### src/rtl/gbn_pkg.sv
// ----------------------------------------------------------------------------
// Go-Back-N sender package
// Word layouts, field codes, register indexes and the control word format
// shared by the sender window datapath and its microcode sequencer.
// ----------------------------------------------------------------------------
package gbn_pkg;

    localparam int KIND_W      = 2;
    localparam int ACK_W       = 8;
    localparam int ACTION_W    = 2;
    localparam int SEQ_FIELD_W = 8;
    localparam int WS_W        = 6;
    localparam int TO_W        = 16;
    localparam int CFG_IDX_W   = 1;
    localparam int CFG_DATA_W  = 16;
    localparam int STEP_W      = 3;

    localparam logic [KIND_W-1:0] KIND_NEW  = 2'd0;
    localparam logic [KIND_W-1:0] KIND_ACK  = 2'd1;
    localparam logic [KIND_W-1:0] KIND_TICK = 2'd2;

    localparam logic [ACTION_W-1:0] ACT_SEND = 2'd0;
    localparam logic [ACTION_W-1:0] ACT_RETX = 2'd1;
    localparam logic [ACTION_W-1:0] ACT_FULL = 2'd2;

    localparam logic [CFG_IDX_W-1:0] CFG_WINDOW_SIZE   = 1'b0;
    localparam logic [CFG_IDX_W-1:0] CFG_TIMEOUT_TICKS = 1'b1;

    localparam logic [WS_W-1:0] WS_RESET = 6'd4;
    localparam logic [TO_W-1:0] TO_RESET = 16'd2000;

    localparam logic [STEP_W-1:0] STEP_FETCH = 3'd0;
    localparam logic [STEP_W-1:0] STEP_NEW   = 3'd1;
    localparam logic [STEP_W-1:0] STEP_ACK   = 3'd2;
    localparam logic [STEP_W-1:0] STEP_TICK  = 3'd3;
    localparam logic [STEP_W-1:0] STEP_RETX  = 3'd4;

    typedef struct packed {
        logic [KIND_W-1:0] kind;
        logic [ACK_W-1:0]  ack_number;
    } in_word_t;

    typedef struct packed {
        logic [ACTION_W-1:0]    action;
        logic [SEQ_FIELD_W-1:0] sequence_res;
        logic                   last;
    } out_word_t;

    typedef enum logic [1:0] {
        EMIT_NONE = 2'd0,
        EMIT_NEW  = 2'd1,
        EMIT_RETX = 2'd2
    } emit_t;

    typedef enum logic [1:0] {
        COND_ALWAYS   = 2'd0,
        COND_DISPATCH = 2'd1,
        COND_FIRE     = 2'd2,
        COND_LAST     = 2'd3
    } cond_t;

    typedef struct packed {
        logic              accept;
        emit_t             emit;
        logic              do_ack;
        logic              do_tick;
        cond_t             cond;
        logic [STEP_W-1:0] jump_target;
        logic [STEP_W-1:0] next_target;
    } ucode_t;

    typedef struct packed {
        logic              in_valid;
        logic [KIND_W-1:0] kind;
        logic              slot_free;
        logic              fire;
        logic              last;
    } flags_t;

endpackage

### src/rtl/go_back_n_sender_window.sv
// Order: a request is taken in the fetch step and its send or refusal word
// is registered in the execute step; retransmission words follow the tick step.
// Steps: every word takes a fetch, then one execute step, an unused kind the
// fetch only; a timeout adds one retransmission step per outstanding frame,
// one per cycle unless stalled. A stalled result word holds the sequencer.
// Reset: synchronous, active low; window and timer state return to zero,
// the window size to 4 and the timeout to 2000 ticks.
// ----------------------------------------------------------------------------
// Go-Back-N sender window
// Numbers and sends new frames within the window, slides the window base on
// cumulative acknowledgements and resends the whole window on timeout.
// ----------------------------------------------------------------------------
module go_back_n_sender_window #(
    parameter int SEQ_BITS   = 8,
    parameter int WINDOW_MAX = 32
) (
    input  logic                         aclk,
    input  logic                         aresetn,
    input  logic                         s_valid,
    output logic                         s_ready,
    input  gbn_pkg::in_word_t            s_data,
    output logic                         m_valid,
    input  logic                         m_ready,
    output gbn_pkg::out_word_t           m_data,
    input  logic                         cfg_wr_en,
    input  logic [gbn_pkg::CFG_IDX_W-1:0]  cfg_index,
    input  logic [gbn_pkg::CFG_DATA_W-1:0] cfg_wdata
);
    import gbn_pkg::*;

    localparam int CMP_W  = (SEQ_BITS > 7) ? SEQ_BITS : 7;
    localparam int WMAX_I = (WINDOW_MAX < (1 << SEQ_BITS) - 1) ?
                            WINDOW_MAX : (1 << SEQ_BITS) - 1;
    localparam logic [CMP_W-1:0] WMAX_C = CMP_W'(WMAX_I);

    logic [WS_W-1:0]     ws_reg;
    logic [TO_W-1:0]     to_reg;
    logic [SEQ_BITS-1:0] base_reg;
    logic [SEQ_BITS-1:0] next_reg;
    logic [TO_W-1:0]     count_reg;
    logic                running_reg;
    logic [SEQ_BITS-1:0] idx_reg;
    logic [ACK_W-1:0]    ack_reg;
    logic                m_valid_reg;
    out_word_t           m_data_reg;
    out_word_t           m_data_next;

    ucode_t              uword;
    flags_t              flags;
    logic                exec;

    logic [SEQ_BITS-1:0] outs;
    logic [SEQ_BITS-1:0] outs_m1;
    logic [CMP_W-1:0]    eff_win;
    logic                room;
    logic [SEQ_BITS-1:0] ack_s;
    logic [SEQ_BITS-1:0] ack_off;
    logic [SEQ_BITS-1:0] new_base;
    logic                ack_ok;
    logic [TO_W-1:0]     count_inc;
    logic [TO_W-1:0]     limit;
    logic                expire;
    logic [SEQ_BITS-1:0] retx_seq;
    logic                retx_last;
    logic                slot_free;

    assign outs    = next_reg - base_reg;
    assign outs_m1 = outs - 1'b1;

    always_comb begin
        eff_win = CMP_W'(ws_reg);
        if (ws_reg == '0) begin
            eff_win = CMP_W'(1);
        end
        if (eff_win > WMAX_C) begin
            eff_win = WMAX_C;
        end
    end

    assign room      = CMP_W'(outs) < eff_win;
    assign ack_s     = SEQ_BITS'(ack_reg);
    assign ack_off   = ack_s - base_reg;
    assign ack_ok    = ack_off < outs;
    assign new_base  = ack_s + 1'b1;
    assign count_inc = count_reg + 1'b1;
    assign limit     = (to_reg == '0) ? TO_W'(1) : to_reg;
    assign expire    = running_reg && !(count_inc < limit);
    assign retx_seq  = base_reg + idx_reg;
    assign retx_last = idx_reg == outs_m1;
    assign slot_free = !m_valid_reg || m_ready;

    assign flags.in_valid  = s_valid;
    assign flags.kind      = s_data.kind;
    assign flags.slot_free = slot_free;
    assign flags.fire      = expire && (outs != '0);
    assign flags.last      = retx_last;

    gbn_useq u_useq (
        .aclk    (aclk),
        .aresetn (aresetn),
        .flags   (flags),
        .uword   (uword),
        .exec    (exec)
    );

    always_comb begin
        case (uword.emit)
            EMIT_NEW: begin
                if (room) begin
                    m_data_next.action       = ACT_SEND;
                    m_data_next.sequence_res = SEQ_FIELD_W'(next_reg);
                end else begin
                    m_data_next.action       = ACT_FULL;
                    m_data_next.sequence_res = '0;
                end
                m_data_next.last = 1'b1;
            end
            EMIT_RETX: begin
                m_data_next.action       = ACT_RETX;
                m_data_next.sequence_res = SEQ_FIELD_W'(retx_seq);
                m_data_next.last         = retx_last;
            end
            default: begin
                m_data_next = '0;
            end
        endcase
    end

    always_ff @(posedge aclk) begin
        if (!aresetn) begin
            ws_reg      <= WS_RESET;
            to_reg      <= TO_RESET;
            base_reg    <= '0;
            next_reg    <= '0;
            count_reg   <= '0;
            running_reg <= 1'b0;
            m_valid_reg <= 1'b0;
        end else begin
            if (cfg_wr_en) begin
                case (cfg_index)
                    CFG_WINDOW_SIZE:   ws_reg <= cfg_wdata[WS_W-1:0];
                    CFG_TIMEOUT_TICKS: to_reg <= cfg_wdata[TO_W-1:0];
                    default:           ws_reg <= ws_reg;
                endcase
            end
            if (exec && (uword.emit == EMIT_NEW) && room) begin
                next_reg <= next_reg + 1'b1;
                if (!running_reg) begin
                    running_reg <= 1'b1;
                    count_reg   <= '0;
                end
            end
            if (exec && uword.do_ack && ack_ok) begin
                base_reg    <= new_base;
                count_reg   <= '0;
                running_reg <= new_base != next_reg;
            end
            if (exec && uword.do_tick && running_reg) begin
                if (expire) begin
                    count_reg <= '0;
                end else begin
                    count_reg <= count_inc;
                end
            end
            if (exec && (uword.emit != EMIT_NONE)) begin
                m_valid_reg <= 1'b1;
            end else if (m_ready) begin
                m_valid_reg <= 1'b0;
            end
        end
    end

    always_ff @(posedge aclk) begin
        if (exec && uword.accept) begin
            ack_reg <= s_data.ack_number;
        end
        if (exec && uword.do_tick && expire) begin
            idx_reg <= '0;
        end else if (exec && (uword.emit == EMIT_RETX)) begin
            idx_reg <= idx_reg + 1'b1;
        end
        if (exec && (uword.emit != EMIT_NONE)) begin
            m_data_reg <= m_data_next;
        end
    end

    assign s_ready = uword.accept;
    assign m_valid = m_valid_reg;
    assign m_data  = m_data_reg;

endmodule

### src/rtl/gbn_useq.sv
// ----------------------------------------------------------------------------
// Go-Back-N microcode sequencer
// Holds the step counter and the control store, and picks the next step
// from the jump condition of the current control word.
// ----------------------------------------------------------------------------
module gbn_useq (
    input  logic            aclk,
    input  logic            aresetn,
    input  gbn_pkg::flags_t flags,
    output gbn_pkg::ucode_t uword,
    output logic            exec
);
    import gbn_pkg::*;

    logic [STEP_W-1:0] step_reg;
    logic [STEP_W-1:0] step_next;
    logic [STEP_W-1:0] dispatch;
    logic              stall;
    logic              taken;

    function automatic ucode_t rom(input logic [STEP_W-1:0] s);
        ucode_t w;
        w             = '0;
        w.emit        = EMIT_NONE;
        w.cond        = COND_ALWAYS;
        w.jump_target = STEP_FETCH;
        w.next_target = STEP_FETCH;
        case (s)
            STEP_FETCH: begin
                w.accept = 1'b1;
                w.cond   = COND_DISPATCH;
            end
            STEP_NEW: begin
                w.emit = EMIT_NEW;
            end
            STEP_ACK: begin
                w.do_ack = 1'b1;
            end
            STEP_TICK: begin
                w.do_tick     = 1'b1;
                w.cond        = COND_FIRE;
                w.jump_target = STEP_RETX;
            end
            STEP_RETX: begin
                w.emit        = EMIT_RETX;
                w.cond        = COND_LAST;
                w.next_target = STEP_RETX;
            end
            default: begin
                w.cond = COND_ALWAYS;
            end
        endcase
        return w;
    endfunction

    assign uword = rom(step_reg);

    always_comb begin
        case (flags.kind)
            KIND_NEW:  dispatch = STEP_NEW;
            KIND_ACK:  dispatch = STEP_ACK;
            KIND_TICK: dispatch = STEP_TICK;
            default:   dispatch = STEP_FETCH;
        endcase
    end

    assign stall = (uword.accept && !flags.in_valid) ||
                   ((uword.emit != EMIT_NONE) && !flags.slot_free);
    assign exec  = !stall;

    always_comb begin
        case (uword.cond)
            COND_FIRE: taken = flags.fire;
            COND_LAST: taken = flags.last;
            default:   taken = 1'b1;
        endcase
    end

    always_comb begin
        if (stall) begin
            step_next = step_reg;
        end else if (uword.cond == COND_DISPATCH) begin
            step_next = dispatch;
        end else if (taken) begin
            step_next = uword.jump_target;
        end else begin
            step_next = uword.next_target;
        end
    end

    always_ff @(posedge aclk) begin
        if (!aresetn) begin
            step_reg <= STEP_FETCH;
        end else begin
            step_reg <= step_next;
        end
    end

endmodule

### config.mk
export PLATFORM = sky130hd
export DESIGN_NAME = go_back_n_sender_window
export DESIGN_NICKNAME = d
export VERILOG_FILES = /design/src/rtl/gbn_pkg.sv /design/src/rtl/go_back_n_sender_window.sv /design/src/rtl/gbn_useq.sv
export SDC_FILE = /design/constraint.sdc
export NUM_CORES = 1
export LEC_CHECK = 0
export ABC_AREA = 1
export BUFFER_PORTS_ARGS = -buffer_cell sky130_fd_sc_hd__buf_2
export CORE_MARGIN = 2
export CORE_UTILIZATION = 60
export DETAILED_ROUTE_END_ITERATION = 16
export HOLD_SLACK_MARGIN = 0.15
export PLACE_DENSITY = 0.79
export SLEW_MARGIN = 0
export SYNTH_ARGS = -nofsm -noshare
export SYNTH_HDL_FRONTEND = slang
export SYNTH_SLANG_ARGS = --single-unit
### constraint.sdc
create_clock -name aclk -period 3.4 [get_ports aclk]
set_input_delay 0.34 -clock aclk [delete_from_list [all_inputs] [get_ports aclk]]
set_output_delay 0.34 -clock aclk [all_outputs]
set_load 0.02 [all_outputs]
==> summary.md, run 1 <==
For this design the top-level I/O count stands at 45. Gate count of the mapped netlist: 849. The run finished with clean final reports.

Registers take 1910 µm². The run gives 31.4% as the fraction of the yosys area taken by sequential cells. Hold is met by 176 ps. Net switching is 47.4% of the power.

The finished layout holds 1041 standard cells, fillers aside. The max-slew violation count is 0. Registers are responsible for 27.8% of the overall power. The clock tree synthesis step divided the H-tree into 3 levels. Across every metal layer, demand over resource in global routing totals 28.7%. For the number of antenna violations at the first check in global routing, the log shows 0. The post-layout net count is 993, and the post-route antenna net violation count is 0. The library cell used most frequently in the layout, excluding fill and tap cells, is nand2_1. The path class of the tightest hold or removal check is input pin to register. The tools report the clock latency on the worst-skew pair as 380 ps. The run gives 2200 µW as the cell-internal power. In this run, distinct cell masters in the synthesized netlist total 43.

The weighted congestion at the end of routability-driven global placement came out at 0.980. Summed over all layers, the global routing overflow is 0. The average instance in the mapped netlist occupies 7.17 µm². In this run, CTS created clock tree buffers numbering 9. The logs give 11700 µm for the detailed placement HPWL and 62.0% for the starting density of the core. For this design the static power due to leakage is 0.00316 µW. TritonCTS built the clock tree. The largest stage delay on the critical path came out at 470 ps. The synthesized design contains 86 register bits. The total setup violations reported at the end of the flow is 0. The worst vdd rail ir drop is 0.000417 V. The largest individual stage delay along the critical path comes from the cell edfxtp_1.

The run gives 17.3% as the clock network fraction of design power. The run gives 11.9 ps as the final worst clock skew. By area the synthesized netlist is led by dfxtp_1 (22%), ha_1 (11%), nand2_1 (11%).

Headroom to the max-slew limit came out at 37.7%. The run gives 37 as the pin count of the biggest net entering global routing. The growth of design area from synthesis to finish is 10.8%, and the average via count per standard cell is 5.47. Layout cell share with drive strength beyond 1: 12.6%. After the first detailed-routing iteration, the DRC count stood at 440. Final cycle utilization of the critical path: 92.0%.

The final-layout setup total negative slack came out at 0 ps. The die is 105 µm tall. The routed design has 15400 µm of wire. The library cell appearing most often on the critical path was a21oi_1. The core region is 9820 µm². Across the run, the number of max-cap violations was 0.

Count of clock tree sinks: 86. Area occupied by multi-input gates: 3590 µm². The transition time at the pin with the least slew margin was 934 ps.

The root cell of the clock tree was clkbuf_8. The count of buffers added on input and output ports is 44. Once placement completed, the tool counted placed cells totaling 1014. The share of the synthesized area in the top cell type was 22.0%; the peak fanout along the critical path was 14. Number of nets in the synthesized netlist: 939. In the layout the commonest cells are nand2_1 (183), inv_1 (134), nor2_1 (85).

Critical path class: register to register. At the worst endpoint, the arrival time is 3430 ps. The nature of the critical path startpoint is a register. The die is 105 µm wide. The filler cells instantiated in the layout total 862.

The clock period minus worst slack is 3130 ps, and the CTS clock-pin slew for the worst setup and hold paths is 100 ps. Async set-or-reset flop fraction in the synthesized netlist: 0%. Summed over all nets, the switching power comes to 1980 µW.

The global-route wire length before repair came out at 25300 µm. After detailed routing, the average wire length per cell comes to 14.8 µm. For the maximum clock insertion buffer count, the log shows 2.

Setup repair after global routing left no endpoint under its margin. The repair_antennas step left the layout with diodes totalling 0. Combinational logic burns 54.9% of the power. Summing over every cut layer, the via total after detailed routing is 5695. The number of global-route vias before repair came out at 5391. Dividing total power by cell area gives a power density of 620 nW/µm². The biggest area contributor in the post-synthesis netlist is dfxtp_1.

The worst setup path is captured at a register. The die footprint is 11000 µm². The number of flops mapped to enable cells by yosys came out at 19.

In the synthesized netlist the dominant register cell turns out to be dfxtp_1. Traced cell by cell, the critical path runs through ha_2 -> a21oi_1 -> nand2_1 -> a21oi_1 -> o21bai_1 -> a21o_1 -> a21oi_1 -> xor2_1 -> ha_1 -> a21boi_2 -> nand2_1 -> nand2_4 -> inv_6 -> nor2_4 -> nand3_2 -> a21oi_2. The cell area that synthesis handed to floorplanning was 6090 µm². The pre-antenna-repair detailed-routing pass consisted of 7 iterations. The number of endpoints with negative hold slack in the final report was 0. Total power for the finished layout comes to 4180 µW.

The floorplan has 36 rows. The tools report the total of warnings raised by yosys as 0. Timing would allow up to 320 MHz. After detailed routing, the number of remaining DRC violations is 0.

STA puts the critical path data required time at 3700 ps.
==> per-layer routing <==
layer	global-route usage, %	part of all wire (%)	vias to the layer above
met3	4.05	6.8	34
met5	0	0	-
met2	43.5	43	190
li1	-	-	2864
met1	41.4	48	2607
met4	10.6	2.2	0
==> power by group through the flow <==
stage / registers (µW) / clock network [µW] / logic, µW
final: 1160 / 724 / 2290
after global routing: 1170 / 769 / 2610
after CTS: 1160 / 730 / 2240
after detailed placement: 1190 / 0 / 2220
after global placement: 1180 / 0 / 2160
after floorplan: 1170 / 0 / 1760
==> path summary, 6_finish.rpt <==
| check | end | cells after the start | startpoint | slack [ps] |
|---|---|---|---|---|
| worst min register to register | count_reg[10] | 2 | count_reg[10] | 480 |
| worst min-delay path | to_reg[7] | 3 | cfg_wdata[7] | 180 |
| worst max-delay path | count_reg[9] | 16 | ack_reg[2] | 270 |
| worst max register to register | count_reg[9] | 16 | ack_reg[2] | 270 |
==> worst max-delay path, delay by kind of cell (launching register included) <==
kind	cells	cell delay (ps)
xor+xnor	1	100
simple gates	5	750
flops	1	470
fa+ha+maj	2	620
buf+inv	1	90
compound gates	7	1030
==> area by class of cell <==
class	count	area share [%]
repair buffers	60	5.34
clock buffers	12	2.45
flip-flops and latches	86	28.4
multi-input cells	608	53.2
clock inverters	4	0.408
inverters	138	7.77
well taps	133	2.47
==> cells in the mapped netlist, types with 2 or more instances <==
master	count
a21o_1	2
a31oi_1	2
nor2_2	3
clkbuf_1	11
nand3_2	10
nand2_1	183
o21a_1	2
ha_1	55
xor2_1	37
nor2_1	87
edfxtp_1	19
nand2_2	6
dfxtp_1	67
nand3_1	54
o21bai_1	2
nand2_4	2
nand4_1	17
inv_2	2
nor4_1	2
buf_2	3
a211oi_1	2
o32ai_1	4
a21oi_2	10
o21ai_0	36
nor3_1	9
inv_1	134
a21oi_1	57
xnor2_1	7
o31ai_1	3
fa_1	3
o211ai_1	6
==> through the flow <==
step / instance area [µm²] / setup WS [ps] / util [%]
global placement: 6420 / -21.5 / 65.4
detailed placement: 6420 / -31.2 / 65.4
global route: 6750 / 0.955 / 68.7
finish: 6750 / 271 / 68.7
floorplan: 6090 / 591 / -
CTS: 6700 / 207 / 68.2
==> kinds of logic (layout without fill, tap and decap cells) <==
logic type | Yosys count | in the layout | synth area share [%]
xor+xnor | 44 | 44 | 6.33
flops | 86 | 86 | 31.4
fa+ha+maj | 58 | 58 | 12.3
compound gates | 128 | 128 | 12.3
buf+inv | 156 | 214 | 10.2
simple gates | 377 | 378 | 27.5
==> timing repair <==
item / in CTS / in global routing
pin swaps: 0 / 2
hold buffers: 8 / 0
endpoints found under the hold margin: 8 / 0
buffers inserted: 0 / 2
gates cloned: 0 / 1
endpoints found under the setup margin: 16 / 16
gates resized for setup: 1 / 6
No activity file was read; power rests on OpenSTA's default activity.
==> run 2, diff against run 1 <==
--- a/config.mk
+++ b/config.mk
@@ -7,11 +7,12 @@
 export LEC_CHECK = 0
 export ABC_AREA = 1
 export BUFFER_PORTS_ARGS = -buffer_cell sky130_fd_sc_hd__buf_2
+export CORE_ASPECT_RATIO = 0.9
 export CORE_MARGIN = 2
-export CORE_UTILIZATION = 60
+export CORE_UTILIZATION = 55
 export DETAILED_ROUTE_END_ITERATION = 16
 export HOLD_SLACK_MARGIN = 0.15
-export PLACE_DENSITY = 0.79
+export PLACE_DENSITY = 0.77
 export SLEW_MARGIN = 0
 export SYNTH_ARGS = -nofsm -noshare
 export SYNTH_HDL_FRONTEND = slang
==> constraint.sdc (replaced) <==
create_clock -name aclk -period 2.85 [get_ports aclk]
set_input_delay 0.285 -clock aclk [delete_from_list [all_inputs] [get_ports aclk]]
set_output_delay 0.285 -clock aclk [all_outputs]
set_load 0.02 [all_outputs]
==> summary.md, run 2 (same netlist as run 1, synthesis figures left out) <==
The flow ran to the end, but the final reports show violations. The checks that failed: setup timing. The number of endpoints with negative hold slack in the final report came out at 0 (unchanged). The tools report the diode insertion count for antenna repair as 0 (unchanged).

The clock period minus worst slack is 2910 ps (-221 ps), and the pin count of the biggest net entering global routing is 36 (-2.7%). The total power consumption of the routed design came out at 6240 µW (+49%). The run gives 5424 (+0.61%) as the number of global-route vias before repair. The worst vdd rail ir drop came out at 0.000576 V (+38%). TritonCTS built the clock tree.

The tools report the die footprint as 11900 µm² (+8.7%). For the area inside the core boundary, the log shows 10800 µm² (+10%). From synthesis to final layout, the design area changed by 26.5%.

The power density over cell area is 810 nW/µm² (+31%). The transition time at the pin with the least slew margin is 573 ps (-361 ps). Global-route wire length before repair: 26200 µm (+3.6%). The tools report the maximum level of the CTS H-tree as 3 (unchanged). Critical path class: register to register. The die height was 104 µm (-0.88%); the worst-case reg-to-reg path depth was 17 (+1). The total setup violations reported at the end of the flow is 19 (+19). The DRC marker count from the first detailed-route iteration is 568 (+29%). For the power share of the combinational group, the log shows 59.4% (+4.5 points). The instance count on the critical path is 17 (+1). The worst setup path is captured at a register. The depth of the worst hold-timing path was 3 (unchanged).

Walking the worst path, the cells encountered are buf_4 -> nand4_1 -> nor2_2 -> nand2_2 -> nor2_4 -> nand3_2 -> xor2_2 -> inv_2 -> ha_4 -> nand4_1 -> nor3_2 -> nand2_1 -> nand2_2 -> nand2_4 -> buf_12 -> nand2_1 -> a21oi_1. The number of DRC violations after detailed routing came out at 0 (unchanged). Signal arrival time at the worst endpoint: 3130 ps (-300 ps).

The worst slew margin relative to its limit was 61.7% (+24 points); the number of rows created at floorplan was 36 (unchanged). Root cell of the clock tree: clkbuf_16. The cell-internal power was 3540 µW (+61%); the weighted congestion at the end of routability-driven global placement was 0.929 (-5.2%).

Leaving out fill and tap cells, the most frequent cells in the layout are nand2_1 (166), inv_1 (129), nor2_1 (80). The run gives 1920 µm² (+0.59%) as the footprint of the flip-flops and latches. Leaving out fill and tap cells, the most frequent cell in the layout is nand2_1.

The final cycle utilization of the critical path was 102% (+10 points). The area occupied by multi-input gates is 3830 µm² (+6.8%). The number of I/O port buffers is 44 (unchanged). Setup repair after global routing could not meet its margin everywhere. Max-slew violation count: 0 (unchanged). The cell area after layout was 7700 µm² (+14%); the clock network fraction of design power was 18.5% (+1.2 points). Detailed placement HPWL: 12300 µm (+4.9%). The logs give 0 (unchanged) for the post-route antenna net violation count and -58.7 ps (-329 ps) for the worst path setup slack after routing.

The layout cell share with drive strength beyond 1 was 24.3% (+12 points); the die width was 115 µm (+9.7%). The tools report the setup slack after placement as -26.0 ps (+5.15 ps). Total track usage: 28.0% (-0.69 points). The post-place instance area was 6870 µm² (+7.1%); the power dissipated by switching net loads was 2700 µW (+36%). The switching fraction of total power works out to 43.2% (-4.2 points). The number of CTS-inserted buffers is 9 (unchanged). Number of iterations in the first detailed-routing pass: 5 (-2). The via count of the routed design was 6020 (+5.7%); the starting density of the core was 56.3% (-5.7 points). The run gives 0.00361 µW (+14%) as the leakage dissipation. The sum of buffers and inverters on the critical path was 3 (+2). The largest stage delay on the critical path came out at 350 ps (-120 ps).

The timing-limited maximum frequency is 344 MHz (+7.6%). The CTS clock-pin slew for the worst setup and hold paths was 70 ps (-30 ps); the number of max-capacitance violations reported was 0 (unchanged). Filler cell count: 862 (unchanged).

The tools report the clock latency on the worst-skew pair as 360 ps (-20 ps). The leftover overflow at the end of global routing was 0 (unchanged); the per-cell routed wire length was 15.3 µm (+3.6%). The maximum clock insertion buffer count was 2 (unchanged); the peak fanout along the critical path was 13 (-1). The average via count per standard cell was 5.42 (-0.95%); the top-level port count was 45 (unchanged). The post-layout net count was 1063 (+7.0%); the number of antenna violations at the first check in global routing was 0 (unchanged).

Family with the most delay on the worst path: simple AND/OR/NAND/NOR gates. For the final wirelength, the log shows 17000 µm (+11%). The logs give -60 ps (-330 ps) for the setup slack on the worst flop-to-flop path and 86 (unchanged) for the count of clock tree sinks. The slowest stage of the critical path belongs to the cell dfxtp_1.

The required time of the critical path is 3070 ps (-630 ps). The final worst clock skew was 13.1 ps (+1.15 ps). The nature of the critical path startpoint is a register. Class of the tightest hold or removal check: input pin to register. The final hold slack came out at 164 ps (-12.5 ps). The part of the total power dissipated in sequential elements is 22.1% (-5.7 points).
[run 2: worst paths after layout]
path	start	to
setup / recovery	count_reg[2]	count_reg[2]
hold / removal	cfg_wdata[9]	to_reg[9]
setup reg to reg	count_reg[2]	count_reg[2]
hold reg to reg	ws_reg[4]	ws_reg[4]
[run 2: through the flow]
stage	util (%)	TNS (ps)	cells
after floorplan	-	0	849
after global placement	63.6	0	1071
after detailed placement	63.6	-190	1071
after CTS	68.3	0	1102
after global routing	71.2	-3190	1111
final	71.2	-491	1111
[run 2: power groups by stage]
stage,combinational (µW),clock [µW],sequential [µW]
2_1_floorplan,2100,0,1390
3_3_place_gp,3290,0,1400
3_5_place_dp,3330,0,1400
4_1_cts,3410,1180,1370
5_1_grt,4100,1220,1390
6_report,3700,1160,1380
[run 2: area by class of cell]
| cell class | count | area share [%] |
|---|---|---|
| clock buffers | 10 | 3.25 |
| clock inverters | 6 | 0.536 |
| inverters | 138 | 6.84 |
| multi-input cells | 607 | 49.7 |
| flip-flops and latches | 86 | 25.0 |
| well taps | 133 | 2.16 |
| repair buffers | 131 | 12.5 |
[run 2: what timing repair did]
item / 4_1_cts / 5_1_grt
resized for setup: 8 / 70
pin swaps: 3 / 22
hold buffers: 12 / 0
setup endpoints to repair: 29 / 49
buffers inserted: 3 / 9
endpoints found under the hold margin: 12 / 0
gates cloned: 0 / 0
[run 2: metal layers]
metal  wire length [µm]  up-vias  GRT usage (%)
met5                  0        -              0
met4                170        0           7.23
met3               1410       15           5.09
met2               7700      269           42.4
met1               7730     2733           41.0
li1                   -     3003              -
[run 2: worst min-delay path, delay by kind of cell]
family	cells	cell delay, ps
buf+inv	1	80
compound gates	1	70
simple gates	1	50
